<file path="src/rtl/core/mli_pkg.sv">
package mli_pkg;

  localparam int MAX_POINTS = 2048;
  localparam int IDX_W = $clog2(MAX_POINTS);
  localparam int CNT_W = $clog2(MAX_POINTS + 1);
  localparam int VAL_W = 30;

  localparam logic [31:0] PRIME_P = 32'd998244353;
  localparam logic [29:0] EXP_BITS = 30'(PRIME_P - 32'd2);
  localparam int EXP_LEN = 30;
  localparam logic [63:0] BARRETT_MU = (64'd1 << 60) / 64'(PRIME_P);

  localparam logic [2:0] OP_DEN = 3'd0;
  localparam logic [2:0] OP_NUM = 3'd1;
  localparam logic [2:0] OP_ACC = 3'd2;
  localparam logic [2:0] OP_SQ  = 3'd3;
  localparam logic [2:0] OP_Y   = 3'd4;
  localparam logic [2:0] OP_TN  = 3'd5;

  typedef struct packed {
    logic             load;
    logic [IDX_W-1:0] wr_addr;
    logic             rd_en;
    logic [IDX_W-1:0] rd_addr;
    logic             init_term;
    logic             lat_xi;
    logic             mul_start;
    logic [2:0]       mul_op;
    logic             add_sum;
    logic             clr_sum;
  } cmd_t;

  typedef struct packed {
    logic mul_done;
  } stat_t;

  function automatic logic [VAL_W-1:0] reduce32(input logic [31:0] a);
    logic [31:0] r;
    priority if (a >= 32'(4 * 64'(PRIME_P))) r = a - 32'(4 * 64'(PRIME_P));
    else if (a >= 32'(3 * 64'(PRIME_P))) r = a - 32'(3 * 64'(PRIME_P));
    else if (a >= 32'(2 * 64'(PRIME_P))) r = a - 32'(2 * 64'(PRIME_P));
    else if (a >= PRIME_P) r = a - PRIME_P;
    else r = a;
    return r[VAL_W-1:0];
  endfunction

  function automatic logic [VAL_W-1:0] mod_sub(input logic [VAL_W-1:0] a,
                                               input logic [VAL_W-1:0] b);
    logic [VAL_W:0] r;
    if (a >= b) r = {1'b0, a} - {1'b0, b};
    else r = {1'b0, a} + PRIME_P[VAL_W:0] - {1'b0, b};
    return r[VAL_W-1:0];
  endfunction

  function automatic logic [VAL_W-1:0] mod_add(input logic [VAL_W-1:0] a,
                                               input logic [VAL_W-1:0] b);
    logic [VAL_W:0] s;
    s = {1'b0, a} + {1'b0, b};
    if (s >= PRIME_P[VAL_W:0]) s = s - PRIME_P[VAL_W:0];
    return s[VAL_W-1:0];
  endfunction

endpackage

</file>
<file path="src/rtl/core/mli_ctrl.sv">
module mli_ctrl (
  input  logic           clk,
  input  logic           rst_n,
  input  logic           start,
  input  logic           last_point,
  output logic           busy,
  output logic           out_valid,
  output logic           out_ovf,
  output mli_pkg::cmd_t  cmd,
  input  mli_pkg::stat_t stat
);

  localparam logic [3:0] S_IDLE   = 4'd0;
  localparam logic [3:0] S_XI_RD  = 4'd1;
  localparam logic [3:0] S_XI_LAT = 4'd2;
  localparam logic [3:0] S_J_CHK  = 4'd3;
  localparam logic [3:0] S_J_DEN  = 4'd4;
  localparam logic [3:0] S_J_NUM  = 4'd5;
  localparam logic [3:0] S_P_CHK  = 4'd6;
  localparam logic [3:0] S_P_SQ   = 4'd7;
  localparam logic [3:0] S_Y_RD   = 4'd8;
  localparam logic [3:0] S_Y_MUL  = 4'd9;
  localparam logic [3:0] S_T_NUM  = 4'd10;
  localparam logic [3:0] S_SUM    = 4'd11;
  localparam logic [3:0] S_DONE   = 4'd12;
  localparam logic [3:0] S_MWAIT  = 4'd13;

  localparam int CW = mli_pkg::CNT_W;
  localparam int IW = mli_pkg::IDX_W;

  logic [3:0]    state_r, state_nxt, ret_r, ret_nxt;
  logic [CW-1:0] cnt_r, cnt_nxt, i_r, i_nxt, j_r, j_nxt;
  logic [4:0]    k_r, k_nxt;
  logic          ovf_r, ovf_nxt, oval_r, oval_nxt, oovf_r, oovf_nxt;

  always_comb begin
    state_nxt = state_r;
    ret_nxt   = ret_r;
    cnt_nxt   = cnt_r;
    i_nxt     = i_r;
    j_nxt     = j_r;
    k_nxt     = k_r;
    ovf_nxt   = ovf_r;
    oval_nxt  = 1'b0;
    oovf_nxt  = oovf_r;
    cmd       = '0;
    cmd.mul_op  = mli_pkg::OP_DEN;
    cmd.wr_addr = cnt_r[IW-1:0];
    cmd.rd_addr = i_r[IW-1:0];
    unique case (state_r)
      S_IDLE: begin
        if (start) begin
          if (cnt_r < CW'(mli_pkg::MAX_POINTS)) begin
            cmd.load = 1'b1;
            cnt_nxt  = cnt_r + 1'b1;
          end else begin
            ovf_nxt = 1'b1;
          end
          if (last_point) begin
            cmd.clr_sum = 1'b1;
            i_nxt       = '0;
            state_nxt   = S_XI_RD;
          end
        end
      end
      S_XI_RD: begin
        cmd.rd_en     = 1'b1;
        cmd.init_term = 1'b1;
        j_nxt         = '0;
        state_nxt     = S_XI_LAT;
      end
      S_XI_LAT: begin
        cmd.lat_xi = 1'b1;
        state_nxt  = S_J_CHK;
      end
      S_J_CHK: begin
        if (j_r == cnt_r) begin
          k_nxt     = '0;
          state_nxt = S_P_CHK;
        end else if (j_r == i_r) begin
          j_nxt = j_r + 1'b1;
        end else begin
          cmd.rd_en   = 1'b1;
          cmd.rd_addr = j_r[IW-1:0];
          state_nxt   = S_J_DEN;
        end
      end
      S_J_DEN: begin
        cmd.mul_start = 1'b1;
        cmd.mul_op    = mli_pkg::OP_DEN;
        ret_nxt       = S_J_NUM;
        state_nxt     = S_MWAIT;
      end
      S_J_NUM: begin
        cmd.mul_start = 1'b1;
        cmd.mul_op    = mli_pkg::OP_NUM;
        j_nxt         = j_r + 1'b1;
        ret_nxt       = S_J_CHK;
        state_nxt     = S_MWAIT;
      end
      S_P_CHK: begin
        if (k_r == 5'(mli_pkg::EXP_LEN)) begin
          state_nxt = S_Y_RD;
        end else if (mli_pkg::EXP_BITS[k_r]) begin
          cmd.mul_start = 1'b1;
          cmd.mul_op    = mli_pkg::OP_ACC;
          ret_nxt       = S_P_SQ;
          state_nxt     = S_MWAIT;
        end else begin
          state_nxt = S_P_SQ;
        end
      end
      S_P_SQ: begin
        cmd.mul_start = 1'b1;
        cmd.mul_op    = mli_pkg::OP_SQ;
        k_nxt         = k_r + 1'b1;
        ret_nxt       = S_P_CHK;
        state_nxt     = S_MWAIT;
      end
      S_Y_RD: begin
        cmd.rd_en = 1'b1;
        state_nxt = S_Y_MUL;
      end
      S_Y_MUL: begin
        cmd.mul_start = 1'b1;
        cmd.mul_op    = mli_pkg::OP_Y;
        ret_nxt       = S_T_NUM;
        state_nxt     = S_MWAIT;
      end
      S_T_NUM: begin
        cmd.mul_start = 1'b1;
        cmd.mul_op    = mli_pkg::OP_TN;
        ret_nxt       = S_SUM;
        state_nxt     = S_MWAIT;
      end
      S_SUM: begin
        cmd.add_sum = 1'b1;
        i_nxt       = i_r + 1'b1;
        state_nxt   = (i_r + 1'b1 == cnt_r) ? S_DONE : S_XI_RD;
      end
      S_DONE: begin
        oval_nxt  = 1'b1;
        oovf_nxt  = ovf_r;
        ovf_nxt   = 1'b0;
        cnt_nxt   = '0;
        state_nxt = S_IDLE;
      end
      S_MWAIT: begin
        if (stat.mul_done) state_nxt = ret_r;
      end
      default: state_nxt = S_IDLE;
    endcase
  end

  always_ff @(posedge clk) begin
    if (!rst_n) begin
      state_r <= S_IDLE;
      ret_r   <= S_IDLE;
      cnt_r   <= '0;
      i_r     <= '0;
      j_r     <= '0;
      k_r     <= '0;
      ovf_r   <= 1'b0;
      oval_r  <= 1'b0;
      oovf_r  <= 1'b0;
    end else begin
      state_r <= state_nxt;
      ret_r   <= ret_nxt;
      cnt_r   <= cnt_nxt;
      i_r     <= i_nxt;
      j_r     <= j_nxt;
      k_r     <= k_nxt;
      ovf_r   <= ovf_nxt;
      oval_r  <= oval_nxt;
      oovf_r  <= oovf_nxt;
    end
  end

  assign busy      = (state_r != S_IDLE);
  assign out_valid = oval_r;
  assign out_ovf   = oovf_r;

endmodule

</file>
<file path="config.mk">
export PLATFORM = sky130hd
export DESIGN_NAME = mli_ctrl
export DESIGN_NICKNAME = d
export VERILOG_FILES = /design/src/rtl/core/mli_pkg.sv /design/src/rtl/core/mli_ctrl.sv
export SDC_FILE = /design/constraint.sdc
export NUM_CORES = 1
export LEC_CHECK = 0
export CAP_MARGIN = 20
export CELL_PAD_IN_SITES_DETAIL_PLACEMENT = 0
export CELL_PAD_IN_SITES_GLOBAL_PLACEMENT = 1
export CORE_MARGIN = 2
export CORE_UTILIZATION = 27
export DETAILED_ROUTE_END_ITERATION = 16
export DONT_BUFFER_PORTS = 1
export PLACE_DENSITY_LB_ADDON = 0.1
export SYNTH_ARGS = -nofsm -noshare
export SYNTH_HDL_FRONTEND = slang
export SYNTH_SLANG_ARGS = --single-unit
</file>
<file path="constraint.sdc">
create_clock -name clk -period 1.8 [get_ports clk]
set_input_delay 0.09 -clock clk [delete_from_list [all_inputs] [get_ports clk]]
set_output_delay 0.09 -clock clk [all_outputs]
set_load 0.02 [all_outputs]
</file>
* Word level (Yosys, flattened, before mapping)
Memory sizes are Yosys's and may differ from the RTL's. A register that Yosys moved wholly into a read port is not among the register bits.
Cells that the tools add are included.
** Storage, ports and cells
- Register bits after elaboration :: 52
- ROM bits :: 32
- Input port bits :: 5
- Logic and storage cells :: 106
- Memories kept :: 1
** Memory list
- (no name shown) :: words 32, bits a word 1, rd ports 1, clocked after memory_dff 1, wr ports 0, RTL line mli_ctrl.sv:104 : end else if (mli_pkg::EXP_BITS[k_r]) begin
** Cells by class
- Add/sub/neg operators :: 4
- $lt $le $gt $ge :: 2
- Eq/ne operators :: 28
- Multiplexer cells :: 46
- Reductions and logical operators :: 16
** Operators by type and width (number)
- $mux 12 :: 8
- $mux 4 :: 12
- $pmux 12 s2 :: 2
- $pmux 4 s6 :: 2
- $add 12x1->12 const B :: 3
- $eq 12x12->1 :: 3
- $pmux 12 s3 :: 1
- $pmux 4 s9 :: 1
- $eq 4x4->1 const B :: 6
- $ne 2x2->1 const B :: 10
- $eq 4x3->1 const B :: 4
- $mux 5 :: 3
- $reduce_and 3->1 :: 5
- $mux 1 :: 13
- $lt 12x12->1 const B :: 1
- $mux 11 :: 1
- $pmux 5 s2 :: 1
- $eq 4x2->1 const B :: 2
- $lt 5x6->1 const B :: 1
- $reduce_bool 2->1 :: 3
- $reduce_bool 6->1 :: 1
- $add 5x1->5 const B :: 1
- $eq 5x5->1 const B :: 1
- $reduce_or 5->1 :: 1
- 9 further kinds :: 10

* Logic depth before layout (Yosys ltp)
Gate-level depths: netlist of the first run.
- Depth in word-level cells :: 5
- Mapped depth :: 9

* Worst setup path after synthesis of the first run
Ideal clock, no wire load.
- Kind :: flip-flop to output port
- Start :: register cnt_r[8]
- End :: output port cmd[10] in the netlist's numbering
- Arrival :: 2.046 ns
- Slack :: -0.336 ns
- Stages on the path, launching flop included :: 9
- Cells stage by stage :: dfxtp_1 > clkbuf_2 > xor2_1 > nor4_2 > and3_4 > or3b_1 > buf_2 > buf_6 > o21ai_0
** RTL lines
- start: declaration :: RTL line mli_ctrl.sv:32 : logic [CW-1:0] cnt_r, cnt_nxt, i_r, i_nxt, j_r, j_nxt;
- start signal: assignment :: RTL line mli_ctrl.sv:169 : cnt_r <= cnt_nxt;
- end: declaration :: RTL line mli_ctrl.sv:9 : output mli_pkg::cmd_t cmd,

==> results of run 1 <==
[how the worst max path moves through the flow]
stage / cells past startpoint / end
2_1_floorplan: 8 / cmd[14]
3_3_place_gp: 7 / cmd[13]
3_5_place_dp: 7 / cmd[13]
4_1_cts: 7 / cmd[15]
5_1_grt: 6 / cmd[13]
6_report: 7 / cmd[13]
[metal layers]
layer	wire length (µm)	GRT usage (%)	up-vias	share of wire (%)
met5	0	0	-	0
met4	320	5.42	0	2.2
met3	539	3.81	23	3.8
met2	7110	32.3	77	50
met1	6310	22.5	1945	44
li1	-	-	2033	-
[timing repair]
| action | 4_1_cts | 5_1_grt |
|---|---|---|
| setup buffers | 21 | 15 |
| pin swaps | 20 | 29 |
| endpoints found under the hold margin | 30 | 0 |
| resized for setup | 93 | 73 |
| setup endpoints to repair | 59 | 56 |
| hold buffers | 3 | 0 |
| cloned | 1 | 0 |
[power breakdown]
part	internal, mW	switching (mW)
registers	1.17	0.0145
logic	0.241	0.289
clock network	0.740	0.485
[flip-flops by register name, summed over array words and instances, names as in the netlist, named ones only]
signal	count
j_r	12
state_r	4
ovf_r	1
cnt_r	12
out_ovf	1
ret_r	4
i_r	12
k_r	5
out_valid	1
[worst reg2reg max path, stage by stage, from the launching register on]
cell,delay [ps]
dfxtp_2,330
buf_6,110
or4b_4,490
a211oi_4,330
buf_6,160
nand4_4,150
nor3_2,220
buf_4,150
nor2_2,30
nor2_1,100
[kinds of logic after synthesis]
group	Yosys count	synth area share [%]
adders and majority gates	5	1.58
DFF	53	26.9
and+or+nand+nor	216	28.8
buffers and inverters	70	9.09
AOI/OAI and AO/OA	115	19.5
xor gates and xnor gates	49	10.9
muxes	11	3.33
[cells in the mapped netlist (6+ instances only)]
cell | count | share of area [%]
xor2_1 | 30 | 6.7
nor4_1 | 6 | 0.95
or3_1 | 6 | 0.95
dfxtp_1 | 53 | 27
a31oi_1 | 10 | 1.6
nand3_1 | 14 | 1.8
and2_1 | 6 | 0.95
nor3_1 | 14 | 1.8
nor2_1 | 49 | 4.7
and3_1 | 11 | 1.7
nand2_1 | 57 | 5.4
buf_4 | 14 | 2.7
nand2b_1 | 9 | 1.4
nor2b_1 | 11 | 1.7
inv_1 | 17 | 1.6
o21ai_0 | 28 | 3.5
xnor2_1 | 19 | 4.2
a21oi_1 | 26 | 3.3
nand4_1 | 8 | 1.3
buf_2 | 14 | 1.8
clkbuf_1 | 16 | 1.5
[metrics by stage]
| stage | utilization (%) | setup slack, ps | TNS (ps) | cells | area [µm²] |
|---|---|---|---|---|---|
| CTS | 40.0 | -461 | -11250 | 808 | 5770 |
| detailed placement | 34.3 | -348 | -11350 | 779 | 4940 |
| floorplan | - | -166 | -1590 | 519 | 4060 |
| finish | 42.6 | -454 | -11150 | 821 | 6140 |
| global route | 42.6 | -534 | -14670 | 821 | 6140 |
| global placement | 34.3 | -344 | -9840 | 779 | 4940 |
[final cells by class]
| class | count | area, µm² | area share [%] |
|---|---|---|---|
| Clock buffer | 6 | 150 | 2.44 |
| Clock inverter | 2 | 35.0 | 0.570 |
| Inverter | 17 | 67.6 | 1.10 |
| Multi-Input combinational cell | 396 | 3130 | 50.9 |
| Sequential cell | 53 | 1110 | 18.1 |
| Tap cell | 184 | 230 | 3.75 |
| Timing Repair Buffer | 163 | 1420 | 23.1 |
==> flow_summary.toml, run 1 <==
[run_status]
status = "finished, violations left"
violations = "negative setup slack"

[worst_setup_path]
crit_type = "flop to output port"
crit_chain = "buf_6 > xor2_1 > nor4_1 > nand3_1 > or3b_4 > buf_12 > mux2_4"
cp_data_arrival_time_ps = 2160
required_ps = 1710
r2r_slack_ps = -350
crit_fanout = 7
slowest_stage = "dfxtp_2"
worstSetupStartpoint = "i_r[0]$_SDFFE_PN0P_"
startpoint_type = "flop"
cp_slowest_stage_delay_ps = 340
cp_top_family = "simple AND/OR/NAND/NOR gates"
cp-end-kind = "output port"
rr_startpoint = "cnt_r[11]$_SDFFE_PN0P_"
r2r_cells = 9
r2r-end = "cnt_r[11]$_SDFFE_PN0P_"
worst-path-buf-inv = 2

[synthesis]
ys_ff_latch = 53
syn_area_per_cell_um2 = 7.61
netlist_area_mm2 = 0.00395
ys_types = 65
synth_async_sr_flop_share_pct = 0
netlist_instances = 519
ys.flop_type = "dfxtp_1"
yosys_warnings = 0
syn_nets = 529
synth_edf_count = 0
yosysSeqAreaShare_pct = 26.9

[pwr]
power_density_mw_per_mm2 = 479
ir_worst_vdd_v = 0.000331
total_power_mw = 2.94
p_leak_nw = 2.62

[finish]
final_common_cell = "buf_4"
fillers = 1436
nNetsFinal = 646
antenna_cells = 0
layout_common_cells = "131 x buf_4, 49 x nand2_1, 40 x nor2_1"
drive_above_1_share_pct = 47.1
area_growth_pct = 55.6

[timing]
max_freq_mhz = 444
slew_viol_final = 0
finalSetupViolations = 39
tightest_slew_ps = 575
rsz0062_at_grt = "yes"
hold-worst-slack_ps = 78.1
finalClockSkew_ps = 4.80
fin_crit_ps = 2250
hold_viol = 0
period_share_pct = 125
slew_headroom_pct = 61.4
final.setup.worst_slack_ps = -454

[min_path]
hold_path_end = "state_r[1]$_SDFFE_PN0P_"
hold_start = "rst_n"
hold_path_class = "primary input to flop"
hold-path-cell-count = 2

[floorplan]
die_w_um = 125
fp-row-count = 44
ios = 40
dieHeight_um = 125
core_area_mm2 = 0.0144
dieArea_mm2 = 0.0156
initial_core_util_pct = 27.4

[detailed_routing]
viasPerCell = 4.97
dr.pass1.iters = 6
ant_nets = 0
drt_wl_total_mm = 14.3
wire_per_inst_um = 17.4
drtIter0Drc = 220
drc = 0
vias = 4078

[flow_run]
max-cap-violations = 0

[clock_tree]
cts_buffers = 5
cts_root_buffer = "clkbuf_16"
htree_levels = 2
cts_tree = "built"
cts_buffer_depth = 2
insertion_delay_ps = 310
clock-sinks = 53
clk_pin_slew_worst_paths_ps = 70

[global_route]
grt_pass1_vias = 4094
grt_antenna_before_repair = 0
grt_pass1_wl_mm = 22.6
grt.total_usage_pct = 18.3
grt_max_degree = 28
grt_overflow = 0

[place]
gp_congestion = 0.851
numPortBuffers = 0
hpwl_mm = 10.5
Power figures use the tool's default switching activity.
==> run 2, diff against run 1 <==
- CORE_UTILIZATION: 27 -> 43
- REMOVE_ABC_BUFFERS: default -> 1
- SLEW_MARGIN: default -> 40
==> flow_summary.toml, run 2 (synthesis results as in run 1) <==
[floorplan]
dieArea_mm2 = 0.00997
dieHeight_um = 99.8
ios = 40
initial_core_util_pct = 44.8
core_area_mm2 = 0.00881
die_w_um = 99.8
fp-row-count = 34

[flow_run]
max-cap-violations = 0

[worst_setup_path]
cp-end-kind = "output port"
startpoint_type = "flop"
crit_fanout = 7
crit_type = "flop to output port"
cp_data_arrival_time_ps = 2130
cp_slowest_stage_delay_ps = 430
cp_top_family = "simple AND/OR/NAND/NOR gates"
required_ps = 1710
crit_chain = "xor2_2 > nor4_4 > and3_4 > or3b_4 > clkbuf_16 > mux2_4"
worst-path-buf-inv = 1
slowest_stage = "dfxtp_1"

[clock_tree]
cts_buffer_depth = 2
insertion_delay_ps = 310
cts_buffers = 5
cts_tree = "built"
clk_pin_slew_worst_paths_ps = 110
clock-sinks = 53
htree_levels = 2
cts_root_buffer = "clkbuf_8"

[finish]
drive_above_1_share_pct = 44.1
final_common_cell = "buf_4"
area_growth_pct = 44.3
antenna_cells = 0
largest_registers = "cnt_r x12, i_r x12, j_r x12"
nNetsFinal = 630
layout_common_cells = "118 x buf_4, 55 x nand2_1, 40 x nor2_1"
finalNonFillerCells = 729
fillers = 768
fin_area_mm2 = 0.00570

[pwr]
combPwrFrac_pct = 19.9
clkPwrFrac_pct = 29.9
sequentialPowerShare_pct = 50.3
total_power_mw = 2.39
switching_share_pct = 30.0
p_leak_nw = 2.50
ir_worst_vdd_v = 0.000343
power_density_mw_per_mm2 = 420
power.switching_mw = 0.719
p_int_mw = 1.68

[detailed_routing]
drt_wl_total_mm = 12.7
drc = 0
drtIter0Drc = 161
vias = 4096
ant_nets = 0
wire_per_inst_um = 17.4
viasPerCell = 5.62
dr.pass1.iters = 4

[place]
gp_congestion = 0.878
numPortBuffers = 0
dp.cells = 686
dpl-instance-area_mm2 = 0.00465
hpwl_mm = 8.71
place_ws_ps = -303

[run_status]
violations = "negative setup slack"
status = "finished, violations left"

[timing]
hold-worst-slack_ps = 132
slew_viol_final = 0
fin_crit_ps = 2220
finalClockSkew_ps = 6.90
slew_headroom_pct = 59.2
hold_viol = 0
finalSetupViolations = 42
period_share_pct = 123
tightest_slew_ps = 611
rsz0062_at_grt = "yes"
final.setup.worst_slack_ps = -417
max_freq_mhz = 451

[global_route]
grt_antenna_before_repair = 0
grt_pass1_vias = 4071
grt_pass1_wl_mm = 20.4
grt_overflow = 0
grt_max_degree = 29
grt.total_usage_pct = 25.6

[min_path]
hold_path_class = "primary input to flop"
-- run 2: changes by cell type in the layout (fill, tap and decap cells not counted), sizes merged --
cell,change
buf,-16
bufinv,-1
clkbuf,+1
dlygate4sd3,-1
inv,+1
-- run 2: layout make-up --
type	instances	area [µm²]	share of cell area, %
Multi-Input combinational cell	396	3010	52.8
Timing Repair Buffer	147	1290	22.6
Sequential cell	53	1110	19.5
Tap cell	108	135	2.37
Clock buffer	6	72.6	1.27
Inverter	17	67.6	1.19
Clock inverter	2	13.8	0.242
-- run 2: power by group through the flow --
stage / Sequential, mW / Clock, mW / Combinational (mW)
after CTS: 1.20 / 0.737 / 0.437
after floorplan: 1.25 / 0 / 0.188
after global placement: 1.23 / 0 / 0.347
final: 1.20 / 0.715 / 0.476
after detailed placement: 1.23 / 0 / 0.351
after global routing: 1.21 / 0.776 / 0.511
-- run 2: path summary, 6_finish.rpt --
kind	start	to	slack (ps)	cells after the start
worst max-delay path	cnt_r[8]$_SDFFE_PN0P_	cmd[11]	-420	6
worst min-delay path	rst_n	cnt_r[10]$_SDFFE_PN0P_	130	3
worst max register to register	i_r[0]$_SDFFE_PN0P_	j_r[7]$_SDFFE_PN0P_	-330	11
worst min register to register	ret_r[2]$_SDFFE_PN0P_	ret_r[2]$_SDFFE_PN0P_	490	2
-- run 2: per-stage QoR --
stage | TNS, ps | utilization [%]
2_1_floorplan | -16010 | -
3_3_place_gp | -7120 | 52.9
3_5_place_dp | -8650 | 52.9
4_1_cts | -10430 | 60.6
5_1_grt | -15120 | 64.7
6_report | -10710 | 64.7
-- run 2: routing by layer --
| layer | vias up | routed length, µm | global-route usage (%) |
|---|---|---|---|
| li1 | 2015 | - | - |
| met5 | - | 0 | 0 |
| met4 | 0 | 449 | 11.2 |
| met1 | 1965 | 5410 | 31.4 |
| met3 | 31 | 483 | 3.90 |
| met2 | 85 | 6360 | 44.5 |
-- run 2: worst min-delay path: stages --
cell and delay (ps):
o21ai_0 70, buf_4 200, a21oi_1 50
-- run 2: what timing repair did --
action                                  CTS  global route
pin swaps                                34            15
endpoints found under the setup margin   54            62
setup buffers                            23             7
cloned                                    2             1
resized for setup                        94            68
hold buffers                              2             0
endpoints found under the hold margin    30             0
==> run 3, diff against run 2 <==
- BUFFER_PORTS_ARGS: default -> -buffer_cell sky130_fd_sc_hd__buf_2
- CORE_UTILIZATION: 43 -> 40
- DONT_BUFFER_PORTS: 1 -> default
==> flow_summary.toml, run 3 (synthesis results as in run 1) <==
[clock_tree]
hold_buffers = 0
htree_levels = 2
cts_tree = "built"
cts_buffer_depth = 2
cts_root_buffer = "clkbuf_8"
clk_pin_slew_worst_paths_ps = 110
clock-sinks = 53
cts_buffers = 5
insertion_delay_ps = 320

[finish]
layout_common_cells = "115 x buf_4, 51 x buf_6, 45 x nand2_1"
nNetsFinal = 679
finalNonFillerCells = 803
drive_above_1_share_pct = 52.5
area_growth_pct = 63.3
largest_registers = "cnt_r x12, i_r x12, j_r x12"
final_common_cell = "buf_4"
antenna_cells = 0

[min_path]
hold_path_class = "primary input to flop"
hold-path-cell-count = 3

[timing]
period_share_pct = 131
tightest_slew_ps = 384
rsz0062_at_grt = "yes"
hold-worst-slack_ps = 140
final.setup.worst_slack_ps = -559
max_freq_mhz = 424
hold_viol = 0
finalSetupViolations = 51
slew_headroom_pct = 74.2
fin_crit_ps = 2360
finalClockSkew_ps = 14.3
slew_viol_final = 0

[pwr]
power_density_mw_per_mm2 = 409
ir_worst_vdd_v = 0.000357
sequentialPowerShare_pct = 45.0
p_int_mw = 1.88
p_leak_nw = 2.87
power.switching_mw = 0.755
clkPwrFrac_pct = 33.8
combPwrFrac_pct = 21.2
switching_share_pct = 28.6

[place]
numPortBuffers = 39
dp.cells = 741
gp_congestion = 0.922
hpwl_mm = 9.11

[global_route]
grt_overflow = 0
grt_antenna_before_repair = 0
grt_max_degree = 23
grt.total_usage_pct = 24.9
grt_pass1_wl_mm = 20.3
grt_pass1_vias = 3970

[worst_setup_path]
crit_type = "flop to output port"
crit_chain = "buf_6 > xor2_1 > nor4_1 > nand3_1 > or3b_4 > buf_12 > mux2_4 > buf_6"
cp-end-kind = "output port"
cp_slowest_stage_delay_ps = 370
cpMostUsedCell = "buf_6"
path_depth = 8
cp_data_arrival_time_ps = 2270
startpoint_type = "flop"
slowest_stage = "dfxtp_4"
required_ps = 1710
cp_top_family = "simple AND/OR/NAND/NOR gates"
crit_fanout = 7
r2r_cells = 10
worst-path-buf-inv = 3

[detailed_routing]
drtIter0Drc = 143
vias = 4325
dr.pass1.iters = 5
wire_per_inst_um = 17.5
drc = 0
drt_wl_total_mm = 14.0
viasPerCell = 5.39
ant_nets = 0

[run_status]
violations = "negative setup slack"
status = "finished, violations left"

[floorplan]
die_w_um = 103
ios = 40
core_area_mm2 = 0.00968
dieHeight_um = 103
dieArea_mm2 = 0.0107
fp-row-count = 36
initial_core_util_pct = 40.8

[flow_run]
max-cap-violations = 0
run 3: power by group through the flow:
| stage | Combinational (mW) | Sequential [mW] | Clock [mW] |
|---|---|---|---|
| after global routing | 0.598 | 1.19 | 0.953 |
| final | 0.560 | 1.19 | 0.892 |
| after detailed placement | 0.389 | 1.22 | 0 |
| after floorplan | 0.188 | 1.25 | 0 |
| after CTS | 0.480 | 1.19 | 0.913 |
| after global placement | 0.387 | 1.22 | 0 |
run 3: per-layer routing:
| layer | share of wire [%] | global-route usage (%) | vias up |
|---|---|---|---|
| li1 | - | - | 2102 |
| met1 | 42 | 31.9 | 2096 |
| met2 | 52 | 42.3 | 100 |
| met3 | 3.4 | 3.49 | 27 |
| met4 | 2.8 | 9.51 | 0 |
| met5 | 0 | 0 | - |
run 3: cell type report:
cell class,count,area (µm²)
clock inverter,1,30.0
clock buffer,7,86.3
sequential,53,1130
fill,804,3240
multi-input combinational,396,3210
tap,133,166
inverter,17,72.6
timing repair buffer,196,1750
run 3: path summary, 6_finish.rpt:
kind	start	endpoint	slack, ps
min	rst_n	j_r[0]$_SDFFE_PN0P_	140
min reg2reg	ret_r[2]$_SDFFE_PN0P_	ret_r[2]$_SDFFE_PN0P_	480
max	i_r[1]$_SDFFE_PN0P_	cmd[12]	-560
max reg2reg	i_r[1]$_SDFFE_PN0P_	j_r[7]$_SDFFE_PN0P_	-350
run 3: worst min-delay path, stage by stage:
cell and delay, ps:
buf_2 180, nand2_1 80, o32ai_1 70
run 3: per-stage QoR:
step                util (%)  total power [mW]  cell area [µm²]  setup slack (ps)  setup TNS [ps]
detailed placement      49.7              1.61             4810              -309           -8190
finish                  66.6              2.64             6450              -559          -12930
global placement        49.7              1.61             4810              -272           -7810
CTS                     58.4              2.58             5650              -537          -10080
global route            66.6              2.74             6450              -601          -16620
floorplan                  -              1.44             3650              -594          -16010
run 3: repair_timing:
action                     4_1_cts  5_1_grt
setup endpoints to repair       58       62
pin swaps                       32       52
gates resized for setup        140      145
buffers inserted                27       30
gates cloned                     4        2
